===== src/rtl/core/cdwm_pkg.sv =====
// ----------------------------------------------------------------------------
// cdwm_pkg: shared types and constants
// Register indexes, widths, gray table and controller/datapath links.
// ----------------------------------------------------------------------------
package cdwm_pkg;

  localparam int MaxWidth  = 1024;
  localparam int LineDepth = MaxWidth + 1;
  localparam int AddrW     = $clog2(LineDepth);
  localparam int DistW     = 13;
  localparam int ColW      = 15;
  localparam int TotW      = 17;
  localparam logic [DistW-1:0] OneQ12 = 13'd4096;

  localparam logic [2:0] REG_MODE = 3'd0;
  localparam logic [2:0] REG_REF  = 3'd1;
  localparam logic [2:0] REG_W0   = 3'd2;
  localparam logic [2:0] REG_W1   = 3'd3;
  localparam logic [2:0] REG_W2   = 3'd4;
  localparam logic [2:0] REG_FW   = 3'd5;
  localparam logic [2:0] REG_FH   = 3'd6;

  typedef struct packed {
    logic       mode;
    logic [23:0] ref_col;
    logic [7:0] w0;
    logic [7:0] w1;
    logic [7:0] w2;
  } cfg_t;

  // controller -> datapath
  typedef struct packed {
    logic             start;     // pixel beat accepted, start distance
    logic             commit;    // write lines, shift window, build result
    logic             pad;
    logic             top_valid; // row >= 2
    logic             col_zero;
    logic             emit;
    logic             last;
    logic [AddrW-1:0] addr;
  } cmd_t;

  // datapath -> controller
  typedef struct packed {
    logic dist_done;
  } sts_t;

  function automatic logic [7:0] gray_map(input logic [3:0] lvl);
    logic [7:0] g;
    case (lvl)
      4'd0, 4'd1, 4'd2, 4'd3: g = 8'd255;
      4'd4: g = 8'd233;
      4'd5: g = 8'd176;
      4'd6: g = 8'd130;
      4'd7: g = 8'd90;
      4'd8: g = 8'd56;
      4'd9: g = 8'd26;
      default: g = 8'd0;
    endcase
    return g;
  endfunction

endpackage


===== src/rtl/core/cdwm_ctrl.sv =====
// ----------------------------------------------------------------------------
// cdwm_ctrl: sequencer and raster position
// ----------------------------------------------------------------------------
module cdwm_ctrl
  import cdwm_pkg::*;
(
  input  logic        clk,
  input  logic        rst,
  input  logic [10:0] fw,
  input  logic [12:0] fh,
  input  logic        in_beat,
  output logic        in_ready,
  input  sts_t        sts,
  output cmd_t        cmd,
  output logic        out_valid,
  input  logic        out_ready
);
  localparam logic [1:0] S_IDLE = 2'd0;
  localparam logic [1:0] S_CALC = 2'd1;
  localparam logic [1:0] S_RD   = 2'd2;
  localparam logic [1:0] S_WR   = 2'd3;

  logic [1:0]  state, state_next;
  logic [12:0] row;
  logic [10:0] col;
  logic [10:0] w;
  logic        row_end, pad, emit, commit, out_busy, out_valid_next;

  assign w        = (fw > 11'(MaxWidth)) ? 11'(MaxWidth) : fw;
  assign row_end  = col >= w;
  assign pad      = row_end || row >= fh;
  assign emit     = row != 13'd0 && col != 11'd0;
  // result register still occupied after this edge
  assign out_busy = out_valid && !out_ready;
  // write step holds while a new result would overwrite a waiting one
  assign commit   = (state == S_WR) && !(emit && out_busy);
  assign in_ready = state == S_IDLE;

  always_comb begin
    cmd.start     = in_beat;
    cmd.commit    = commit;
    cmd.pad       = pad;
    cmd.top_valid = row >= 13'd2;
    cmd.col_zero  = col == 11'd0;
    cmd.emit      = emit;
    cmd.last      = row_end && row >= fh;
    cmd.addr      = (col > 11'(MaxWidth)) ? AddrW'(MaxWidth) : AddrW'(col);
  end

  always_comb begin
    out_valid_next = (commit && emit) ? 1'b1 : out_busy;
    case (state)
      S_IDLE:  state_next = in_beat ? (pad ? S_RD : S_CALC) : S_IDLE;
      S_CALC:  state_next = sts.dist_done ? S_RD : S_CALC;
      S_RD:    state_next = S_WR;
      S_WR:    state_next = commit ? S_IDLE : S_WR;
      default: state_next = S_IDLE;
    endcase
  end

  always_ff @(posedge clk) begin
    if (rst) begin
      state <= S_IDLE; row <= '0; col <= '0;
      out_valid <= 1'b0;
    end else begin
      state     <= state_next;
      out_valid <= out_valid_next;
      if (commit) begin
        if (row_end) begin
          col <= '0;
          row <= (row >= fh) ? '0 : row + 13'd1;
        end else col <= col + 11'd1;
      end
    end
  end
endmodule


===== config.mk =====
export PLATFORM = sky130hd
export DESIGN_NAME = cdwm_ctrl
export DESIGN_NICKNAME = d
export VERILOG_FILES = /design/src/rtl/core/cdwm_pkg.sv /design/src/rtl/core/cdwm_ctrl.sv
export SDC_FILE = /design/constraint.sdc
export NUM_CORES = 1
export LEC_CHECK = 0
export BUFFER_PORTS_ARGS = -buffer_cell sky130_fd_sc_hd__buf_4
export CAP_MARGIN = 20
export CORE_UTILIZATION = 25
export CTS_CLUSTER_DIAMETER = 80
export DETAILED_ROUTE_END_ITERATION = 6
export SLEW_MARGIN = 0
export SYNTH_ARGS = -nofsm -noshare
export SYNTH_HDL_FRONTEND = slang
export SYNTH_SLANG_ARGS = --single-unit

===== constraint.sdc =====
create_clock -name clk -period 2.5 [get_ports clk]
set_input_delay 0.25 -clock clk [delete_from_list [all_inputs] [get_ports clk]]
set_output_delay 0.25 -clock clk [all_outputs]
set_load 0.05 [all_outputs]

==> results by group, run 1 <==
Power and ir drop
  – Worst vdd ir: 0.194 mV
  – LEAKAGE: 1.25 nW
  – Switching share of power: 32.2%
  – Internal power: 0.000652 W
  – Psw: 0.000310 W
  – Clock share of power: 27.5%
  – Comb power frac: 24.6%
  – Sequential share of power: 47.9%
  – Pwr per Cell Area: 351 mW/mm^2

Placed design
  – DP Area: 0.00267 mm^2
  – Routability cong.: 0.824
  – Detailed Place HPWL: 4.42 mm
  – IO Port Bufs: 48

Synth
  – #FFs+latches synth: 27
  – Largest cells by area after synthesis: dfxtp_1 (25%), ha_1 (17%), nand2_1 (5.5%), nand4_1 (5.5%), nor2_1 (4.7%)
  – Synth cell types: 45
  – Synthesized cell area: 0.00217 mm^2
  – Synthesized Nets: 342
  – Syn_area_per_cell: 7.65 um^2
  – Post-synth EDFFs: 0
  – Yosys warnings: 0
  – Synthesized instance count: 284
  – Ys flop type: dfxtp_1
  – Seq/Total Area, Yosys: 24.9%
  – Area leader, netlist: dfxtp_1
  – Async set or reset register ratio after synthesis: 0%
  – Share of the synthesized area in the top cell type: 24.9%

Finish
  – Layout cells sized above 1: 22.2%
  – Finished Cell Area: 0.00274 mm^2
  – Most frequent cells in the layout: buf_4 (59), nand2_1 (32), ha_1 (29)
  – Nets: 393
  – Number of diodes: 0
  – Most common cell after layout, fill and taps aside: buf_4
  – Fillers: 887
  – Synth-to-layout area growth: 26.1%

Floorplanning
  – Die height: 95.2 um
  – Row count: 33
  – Die area: 0.00907 mm^2
  – Core area: 0.00830 mm^2
  – Initial Utilization: 26.2%
  – I/O pins: 49
  – Die extent in x: 95.2 um

Routing
  – Initial DRC count: 208
  – Vias: 2,174
  – Via/cell ratio: 4.95
  – Residual DRC count: 0
  – Total Wirelength: 5.59 mm
  – Pre-antenna DRT Iters: 4
  – Routed WL per cell: 12.7 um
  – Post-DRT Antenna Nets: 0

Critical path
  – Data arrival, critical path: 2.12 ns
  – CP endpoint: cmd[11]
  – Critical R2R Capture: row[3]
  – Setup slack, reg-to-reg: 0.25 ns
  – Worst-case reg-to-reg path depth: 7
  – WS Path Type: reg2out
  – Worst Setup SP: row[0]
  – WP data required: 2.25 ns
  – R2r startpoint: row[11]
  – Startpoint types: register
  – Worst-path fanout max: 5
  – Setup crit end kind: output port

Global routing
  – Initial antenna violation count: 0
  – Largest net degree at the start of global routing: 22
  – Vias in the first global route: 1,947
  – Total gr overflow: 0
  – GRT Total Usage: 12.5%
  – First-pass GRT wire length: 9.05 mm

Timing
  – Worst Skew: 0.00324 ns
  – Slew headroom: 69.8%
  – Fin crit share: 94.8%
  – Max-slew violation count: 0
  – Fin. Hold Viols: 0
  – Setup violations, final: 0
  – Fmax: 0.422 GHz
  – Slew @ Worst Pin: 0.449 ns
  – RSZ-0062 raised after global routing: false
  – Setup TNS Final: 0 ns
  – Final Critical Period: 2.37 ns

Run
  – Max_cap viols: 0

Hold path
  – Hold Crit Class: in2reg

Clock network
  – Total CTS buffers: 3
  – Max Root-Sink Buffers: 2
  – CTS tree: done
  – Clk sink count: 27
  – Worst skew pair latency: 0.28 ns
  – H-tree levels: 1
  – Clk slew on worst S/H paths: 0.10 ns
  – CTS Root Cell: clkbuf_8

Status
  – Status: completed
[power groups by stage]
stage | Clock (W) | Sequential, W | Combinational (W)
after global routing | 0.000289 | 0.000463 | 0.000261
after detailed placement | 0 | 0.000470 | 0.000236
after floorplan | 0 | 0.000465 | 0.000154
after global placement | 0 | 0.000469 | 0.000233
final | 0.000264 | 0.000461 | 0.000236
after CTS | 0.000272 | 0.000460 | 0.000238
[registers in the layout (all words and copies together), names as in the netlist]
name and cells:
out_valid 1, row 13, state 2, col 11
[worst min-delay path by stage]
stage                 to  slack, ns  cells after the start      start
4_1_cts         state[1]       0.23                      2    in_beat
2_1_floorplan   state[1]       0.40                      1    in_beat
6_report        state[1]       0.23                      2    in_beat
3_3_place_gp    state[1]       0.51                      2    in_beat
5_1_grt         state[1]       0.23                      2    in_beat
3_5_place_dp   out_valid       0.53                      2  out_valid
[routing by layer]
metal | vias to the layer above | part of all wire, % | wire (um) | global-route usage (%)
met5 | - | 0 | 0 | 0
met4 | 0 | 0.79 | 44 | 3.79
met1 | 1005 | 48 | 2710 | 17.1
met3 | 2 | 3.3 | 187 | 1.36
li1 | 1122 | - | - | -
met2 | 45 | 47 | 2650 | 20.7
[layout make-up]
type | instances | area, um^2 | share of cell area, %
Clock inverter | 1 | 7.51 | 0.274
Clock buffer | 3 | 41.3 | 1.51
Sequential cell | 27 | 546 | 19.9
Multi-Input combinational cell | 219 | 1480 | 53.9
Timing Repair Buffer | 59 | 443 | 16.2
Inverter | 25 | 93.8 | 3.42
Tap cell | 105 | 131 | 4.79
[cell usage after synthesis (2+ instances only)]
library cell and count:
a21oi_1 15, a2bb2oi_1 6, a31oi_1 3, and3_1 5
buf_2 2, buf_4 5, clkbuf_1 5, dfxtp_1 27
ha_1 29, inv_1 23, nand2_1 32, nand2b_1 2
nand3_1 9, nand4_1 19, nor2_1 27, nor2b_1 14
nor3_1 5, nor4_1 5, o21ai_0 7, o221ai_1 2
o31ai_1 3, o32ai_1 2, o41ai_1 5, or2_2 2
or3_1 2, xor2_1 9
[through the flow]
step	hold slack (ns)	cells	util (%)	worst slack [ns]	power (W)
after floorplan	0.402	284	-	0.224	0.000619
after global placement	0.508	433	32.2	0.0983	0.000701
final	0.229	439	33.0	0.130	0.000962
after CTS	0.234	439	33.0	0.0969	0.000971
after global routing	0.235	439	33.0	0.00195	0.00101
after detailed placement	0.525	433	32.2	0.0525	0.000706
[worst max-delay path, stage by stage, from the launching register on]
cell and delay [ns]:
dfxtp_1 0.38, inv_1 0.11, ha_1 0.29, nor2b_1 0.04
o21ai_0 0.14, a31oi_1 0.13, o31a_1 0.27, buf_4 0.14
a21oi_2 0.12, buf_4 0.22
[timing repair]
action | in CTS | in global routing
setup buffers | 2 | 0
gates cloned | 0 | 0
resized for setup | 1 | 3
endpoints found under the setup margin | 1 | 1
hold buffers | 0 | 0
[logic make-up after synthesis]
kind of cell,Yosys count,share of synthesized area [%]
AOI/OAI and AO/OA,55,18.2
xor gates and xnor gates,9,3.63
adders and majority gates,29,16.7
buffers and inverters,38,7.54
DFF,27,24.9
and+or+nand+nor,126,29.1
Power figures use the tool's default switching activity.
==> run 2: changes to the inputs <==
CORE_ASPECT_RATIO = 1.5   (was not set)
SLEW_MARGIN = not set   (was 0)
==> run 2 against run 1 <==
Final cell count is 0.23% lower. Hold slack better by 0.024 ns. Maximum frequency is 0.59% higher. Clock power is 43% higher.
==> results by group, run 2 (synthesized netlist as in run 1, its figures left out) <==
Status
  – Status: completed

Global routing
  – Vias in the first global route: 2,084 (+7.0%)
  – First-pass GRT wire length: 9.32 mm (+3.1%)
  – Largest net degree at the start of global routing: 22 (unchanged)
  – Total gr overflow: 0 (unchanged)
  – GRT Total Usage: 12.7% (+0.20 points)
  – Initial antenna violation count: 0 (unchanged)

Clock network
  – Worst skew pair latency: 0.27 ns (about the same)
  – Max Root-Sink Buffers: 2 (unchanged)
  – Total CTS buffers: 3 (unchanged)
  – CTS resizes: 0 (-1)
  – Hold-fix buffers at CTS: 0 (unchanged)
  – CTS Root Cell: clkbuf_16
  – CTS tree: done
  – Clk sink count: 27 (unchanged)
  – Postcts setup bufs: 0 (-2)
  – Clk slew on worst S/H paths: 0.07 ns (-0.03 ns)
  – H-tree levels: 1 (unchanged)

Critical path
  – Setup slack, reg-to-reg: 0.33 ns (+0.08 ns)
  – WS Path Type: reg2out
  – Data arrival, critical path: 2.11 ns (about the same)
  – Critical R2R Capture: row[3]
  – Startpoint types: register
  – Worst-path cell chain: ha_1 -> nand4_1 -> inv_1 -> a21oi_1 -> o31a_1 -> nand3_2 -> buf_4
  – Setup crit end kind: output port
  – Slowest cell on the critical path: dfxtp_1
  – WP data required: 2.25 ns (about the same)
  – R2r startpoint: col[10]
  – Delay of the slowest critical-path stage: 0.48 ns (+0.10 ns)
  – Worst-case reg-to-reg path depth: 9 (+2)
  – Worst-path fanout max: 6 (+1)

Placed design
  – Cell total after placement: 434 (+0.23%)
  – DP Area: 0.00267 mm^2 (-0.19%)
  – IO Port Bufs: 48 (unchanged)
  – Detailed Place HPWL: 4.36 mm (-1.2%)
  – Routability cong.: 0.810 (-1.7%)

Timing
  – Worst Skew: 0.00683 ns (+0.00359 ns)
  – Setup TNS Final: 0 ns (unchanged)
  – Final Critical Period: 2.36 ns (-0.0140 ns)
  – Setup violations, final: 0 (unchanged)
  – RSZ-0062 raised after global routing: false
  – Max-slew violation count: 0 (unchanged)
  – Slew headroom: 70.8% (+1.0 points)
  – Slew @ Worst Pin: 0.434 ns (-0.0146 ns)
  – Fin. Hold Viols: 0 (unchanged)
  – Fmax: 0.425 GHz (+0.59%)
  – Fin crit share: 94.2% (-0.56 points)

Finish
  – Non-Filler Instances: 438 (-0.23%)
  – Finished Cell Area: 0.00277 mm^2 (+1.1%)
  – Most common cell after layout, fill and taps aside: buf_4
  – Layout cells sized above 1: 22.4% (+0.20 points)
  – Final design utilization: 32.9% (-0.090 points)
  – Max reg flops: 13 (unchanged)
  – Number of diodes: 0 (unchanged)
  – Largest register by flop count: row
  – Most frequent cells in the layout: buf_4 (56), nand2_1 (32), ha_1 (29)
  – Synth-to-layout area growth: 27.5%
  – Nets: 390 (-0.76%)
  – Largest regs: row x13, col x11, state x2

Routing
  – Residual DRC count: 0 (unchanged)
  – Post-DRT Antenna Nets: 0 (unchanged)
  – Total Wirelength: 5.59 mm (about the same)
  – Initial DRC count: 106 (-49%)
  – Vias: 2,179 (+0.23%)
  – Routed WL per cell: 12.8 um (+0.25%)
  – Via/cell ratio: 4.97 (+0.46%)
  – Pre-antenna DRT Iters: 4 (unchanged)

Power and ir drop
  – LEAKAGE: 1.26 nW (+0.82%)
  – Pwr per Cell Area: 390 mW/mm^2 (+11%)
  – Worst vdd ir: 0.255 mV (+32%)

Run
  – Max_cap viols: 0 (unchanged)

Floorplanning
  – Core area: 0.00841 mm^2 (+1.4%)
  – Die area: 0.00908 mm^2 (about the same)
  – Die height: 116 um (+22%)
  – I/O pins: 49 (unchanged)
  – Die extent in x: 78.1 um (-18%)
  – Initial Utilization: 25.8% (-0.35 points)
  – Row count: 41 (+24%)

Hold path
  – Min-delay src: in_beat
  – Hold Crit Class: in2reg
  – Hold Crit Depth: 2 (unchanged)
  – Worst Hold Path EP: state[1]
[run 2: worst max-delay path by stage]
stage                     slack [ns]  cells past startpoint  startpoint       to
after floorplan                 0.22                     10      fw[10]  col[10]
after global placement          0.14                     12      fw[10]   row[2]
after detailed placement        0.14                     11      fw[10]   row[3]
after CTS                       0.01                      8      row[0]  cmd[15]
after global routing           0.003                      7      row[8]  cmd[15]
final                           0.14                      7     row[11]  cmd[15]
[run 2: metrics by stage]
stage | hold WS (ns) | total power, W | worst slack [ns]
finish | 0.253 | 0.00108 | 0.144
global route | 0.267 | 0.00113 | 0.00336
CTS | 0.251 | 0.00109 | 0.0139
detailed placement | 0.523 | 0.000713 | 0.144
global placement | 0.520 | 0.000708 | 0.142
floorplan | 0.402 | 0.000619 | 0.224
[run 2: critical path, delay by kind of cell, from the launching register on]
family	cells	cell delay, ns
and+or+nand+nor	2	0.31
AOI/OAI and AO/OA	2	0.48
DFF	1	0.48
buffers and inverters	2	0.28
adders and majority gates	1	0.30
[run 2: layout make-up]
cell class	count	area, um^2
well taps	107	134
repair buffers	56	420
multi-input cells	219	1500
inverters	25	93.8
flip-flops and latches	27	544
clock buffers	3	75.1
clock inverters	1	7.51
fillers	913	5640
[run 2: metal layers]
metal | up-vias | global-route usage [%] | routed length [um]
met3 | 9 | 2.19 | 269
met1 | 1003 | 14.4 | 2380
met2 | 54 | 23.9 | 2840
met4 | 0 | 4.44 | 101
met5 | - | 0 | 0
li1 | 1113 | - | -
[run 2: report_power, final]
part	total [W]	leakage [nW]	internal, W	switching, W
clock network	0.000377	0.0371	0.000218	0.000160
logic	0.000245	1.01	0.000101	0.000144
registers	0.000459	0.220	0.000443	0.0000163
total	0.00108	1.26	0.000762	0.000320
==> run 3: changes to the inputs <==
TNS_END_PERCENT = 1   (was not set)
clock period = 2.4 ns   (was 2.5 ns; I/O delays follow)
==> run 3 against run 2 <==
Sequential share of layout area fell by 0.10 points. Critical path depth shrank 1. Setup slack got worse by 0.052 ns. Sequential power up 4%. Combinational power increased by 2%. Total power up 3.1%. Final cell count is 0.91% higher. Largest power group unchanged.
==> results by group, run 3 (synthesized netlist as in run 1, its figures left out) <==
Critical path
  – Delay of the slowest critical-path stage: 0.38 ns (-0.10 ns)
  – WP data required: 2.16 ns (-0.09 ns)
  – Data arrival, critical path: 2.07 ns (-0.04 ns)
  – Slowest cell on the critical path: dfxtp_1
  – Cell family contributing the most delay on the critical path: simple AND/OR/NAND/NOR gates
  – Setup crit end kind: output port
  – WS Path Type: reg2out
  – Startpoint types: register
  – Worst path bufs/invs: 1 (-1)
  – Worst-path fanout max: 5 (-1)
  – Worst-path cell chain: ha_1 -> nand4_1 -> nor3_1 -> o31ai_2 -> a21oi_1 -> buf_4

Finish
  – Nets: 394 (+1.0%)
  – Synth-to-layout area growth: 28.4%
  – Most frequent cells in the layout: buf_4 (60), nand2_1 (32), ha_1 (29)
  – Layout cells sized above 1: 22.7% (+0.33 points)
  – Max reg flops: 13 (unchanged)
  – Largest register by flop count: row
  – Most common cell after layout, fill and taps aside: buf_4
  – Fillers: 915 (+0.22%)
  – Largest regs: row x13, col x11, state x2
  – Finished Cell Area: 0.00279 mm^2 (+0.77%)
  – Number of diodes: 0 (unchanged)

Timing
  – Fin crit share: 96.2%
  – Slew @ Worst Pin: 0.516 ns (+0.0819 ns)
  – Worst Skew: 0.00176 ns (-0.00507 ns)
  – Final Critical Period: 2.31 ns
  – Max-slew violation count: 0 (unchanged)
  – RSZ-0062 raised after global routing: true
  – Final worst slack: 0.0919 ns (-0.0524 ns)
  – Slew headroom: 65.3% (-5.5 points)
  – Setup violations, final: 0 (unchanged)
  – Fmax: 0.433 GHz
  – Fin. Hold Viols: 0 (unchanged)

Clock network
  – Postcts setup bufs: 0 (unchanged)
  – Total CTS buffers: 3 (unchanged)
  – Max Root-Sink Buffers: 2 (unchanged)
  – Hold-fix buffers at CTS: 0 (unchanged)
  – H-tree levels: 1 (unchanged)
  – Clk slew on worst S/H paths: 0.07 ns (about the same)
  – CTS tree: done
  – Worst skew pair latency: 0.26 ns (about the same)
  – Clk sink count: 27 (unchanged)
  – CTS Root Cell: clkbuf_16

Floorplanning
  – Row count: 41 (unchanged)
  – Initial Utilization: 25.8% (unchanged)
  – Die extent in x: 78.1 um (unchanged)
  – Die height: 116 um (unchanged)
  – Die area: 0.00908 mm^2 (unchanged)
  – Core area: 0.00841 mm^2 (unchanged)
  – I/O pins: 49 (unchanged)

Hold path
  – Hold Crit Class: in2reg

Power and ir drop
  – Worst vdd ir: 0.257 mV (+0.64%)
  – LEAKAGE: 1.28 nW (+1.6%)
  – Pwr per Cell Area: 399 mW/mm^2 (+2.3%)

Run
  – Max_cap viols: 0 (unchanged)

Routing
  – Residual DRC count: 0 (unchanged)
  – Post-DRT Antenna Nets: 0 (unchanged)
  – Routed WL per cell: 12.7 um (-0.51%)
  – Via/cell ratio: 4.93 (-0.86%)
  – Initial DRC count: 113 (+6.6%)
  – Total Wirelength: 5.61 mm (+0.39%)
  – Pre-antenna DRT Iters: 4 (unchanged)
  – Vias: 2,180 (+0.046%)

Global routing
  – Largest net degree at the start of global routing: 22 (unchanged)
  – Total gr overflow: 0 (unchanged)
  – First-pass GRT wire length: 9.69 mm (+4.0%)
  – Vias in the first global route: 2,165 (+3.9%)
  – Initial antenna violation count: 0 (unchanged)
  – GRT Total Usage: 13.3% (+0.60 points)

Placed design
  – DP Area: 0.00269 mm^2 (+0.99%)
  – Routability cong.: 0.783 (-3.3%)
  – Detailed Place HPWL: 4.35 mm (-0.27%)
  – Dpl ws: -0.0109 ns (-0.154 ns)
  – IO Port Bufs: 48 (unchanged)

Status
  – Status: completed
[run 3: area by class of cell]
| cell class | count | area [um^2] | share of cell area, % |
|---|---|---|---|
| inverters | 25 | 93.8 | 3.36 |
| flip-flops and latches | 27 | 546 | 19.5 |
| well taps | 107 | 134 | 4.80 |
| clock buffers | 4 | 78.8 | 2.82 |
| repair buffers | 60 | 450 | 16.1 |
| multi-input cells | 219 | 1490 | 53.3 |
[run 3: metrics by stage]
| step | instances | setup TNS [ns] | utilization [%] | hold slack [ns] | power [W] |
|---|---|---|---|---|---|
| after floorplan | 284 | -0.146 | - | 0.392 | 0.000645 |
| after global placement | 438 | 0 | 32.0 | 0.509 | 0.000733 |
| after detailed placement | 438 | -0.0109 | 32.0 | 0.505 | 0.000738 |
| after CTS | 442 | 0 | 33.0 | 0.243 | 0.00112 |
| after global routing | 442 | -0.0516 | 33.2 | 0.263 | 0.00117 |
| final | 442 | 0 | 33.2 | 0.245 | 0.00111 |
[run 3: power breakdown]
part	leakage [nW]	internal, W	total [W]	switching [W]
Sequential	0.220	0.000461	0.000477	0.0000159
Combinational	1.03	0.000102	0.000251	0.000149
Clock	0.0382	0.000228	0.000387	0.000159
Total	1.28	0.000791	0.00111	0.000324
[run 3: final timing paths]
kind                              start       end  slack (ns)  cells past startpoint
worst max register to register   row[0]    row[7]        0.21                      9
worst min-delay path            in_beat  state[1]        0.24                      2
worst min register to register   row[6]    row[6]        0.52                      1
worst max-delay path             col[9]   cmd[11]        0.09                      6
[run 3: what timing repair did]
action	CTS	global route
endpoints found under the setup margin	2	3
pin swaps	0	1
gates resized for setup	2	5
[run 3: routing by layer]
metal,GRT usage [%],routed length [um],up-vias,share of wire (%)
met5,0,0,-,0
met4,4.20,67,0,1.2
met3,1.72,173,4,3.1
met2,25.7,2870,49,51
met1,15.0,2500,1001,45
li1,-,-,1126,-
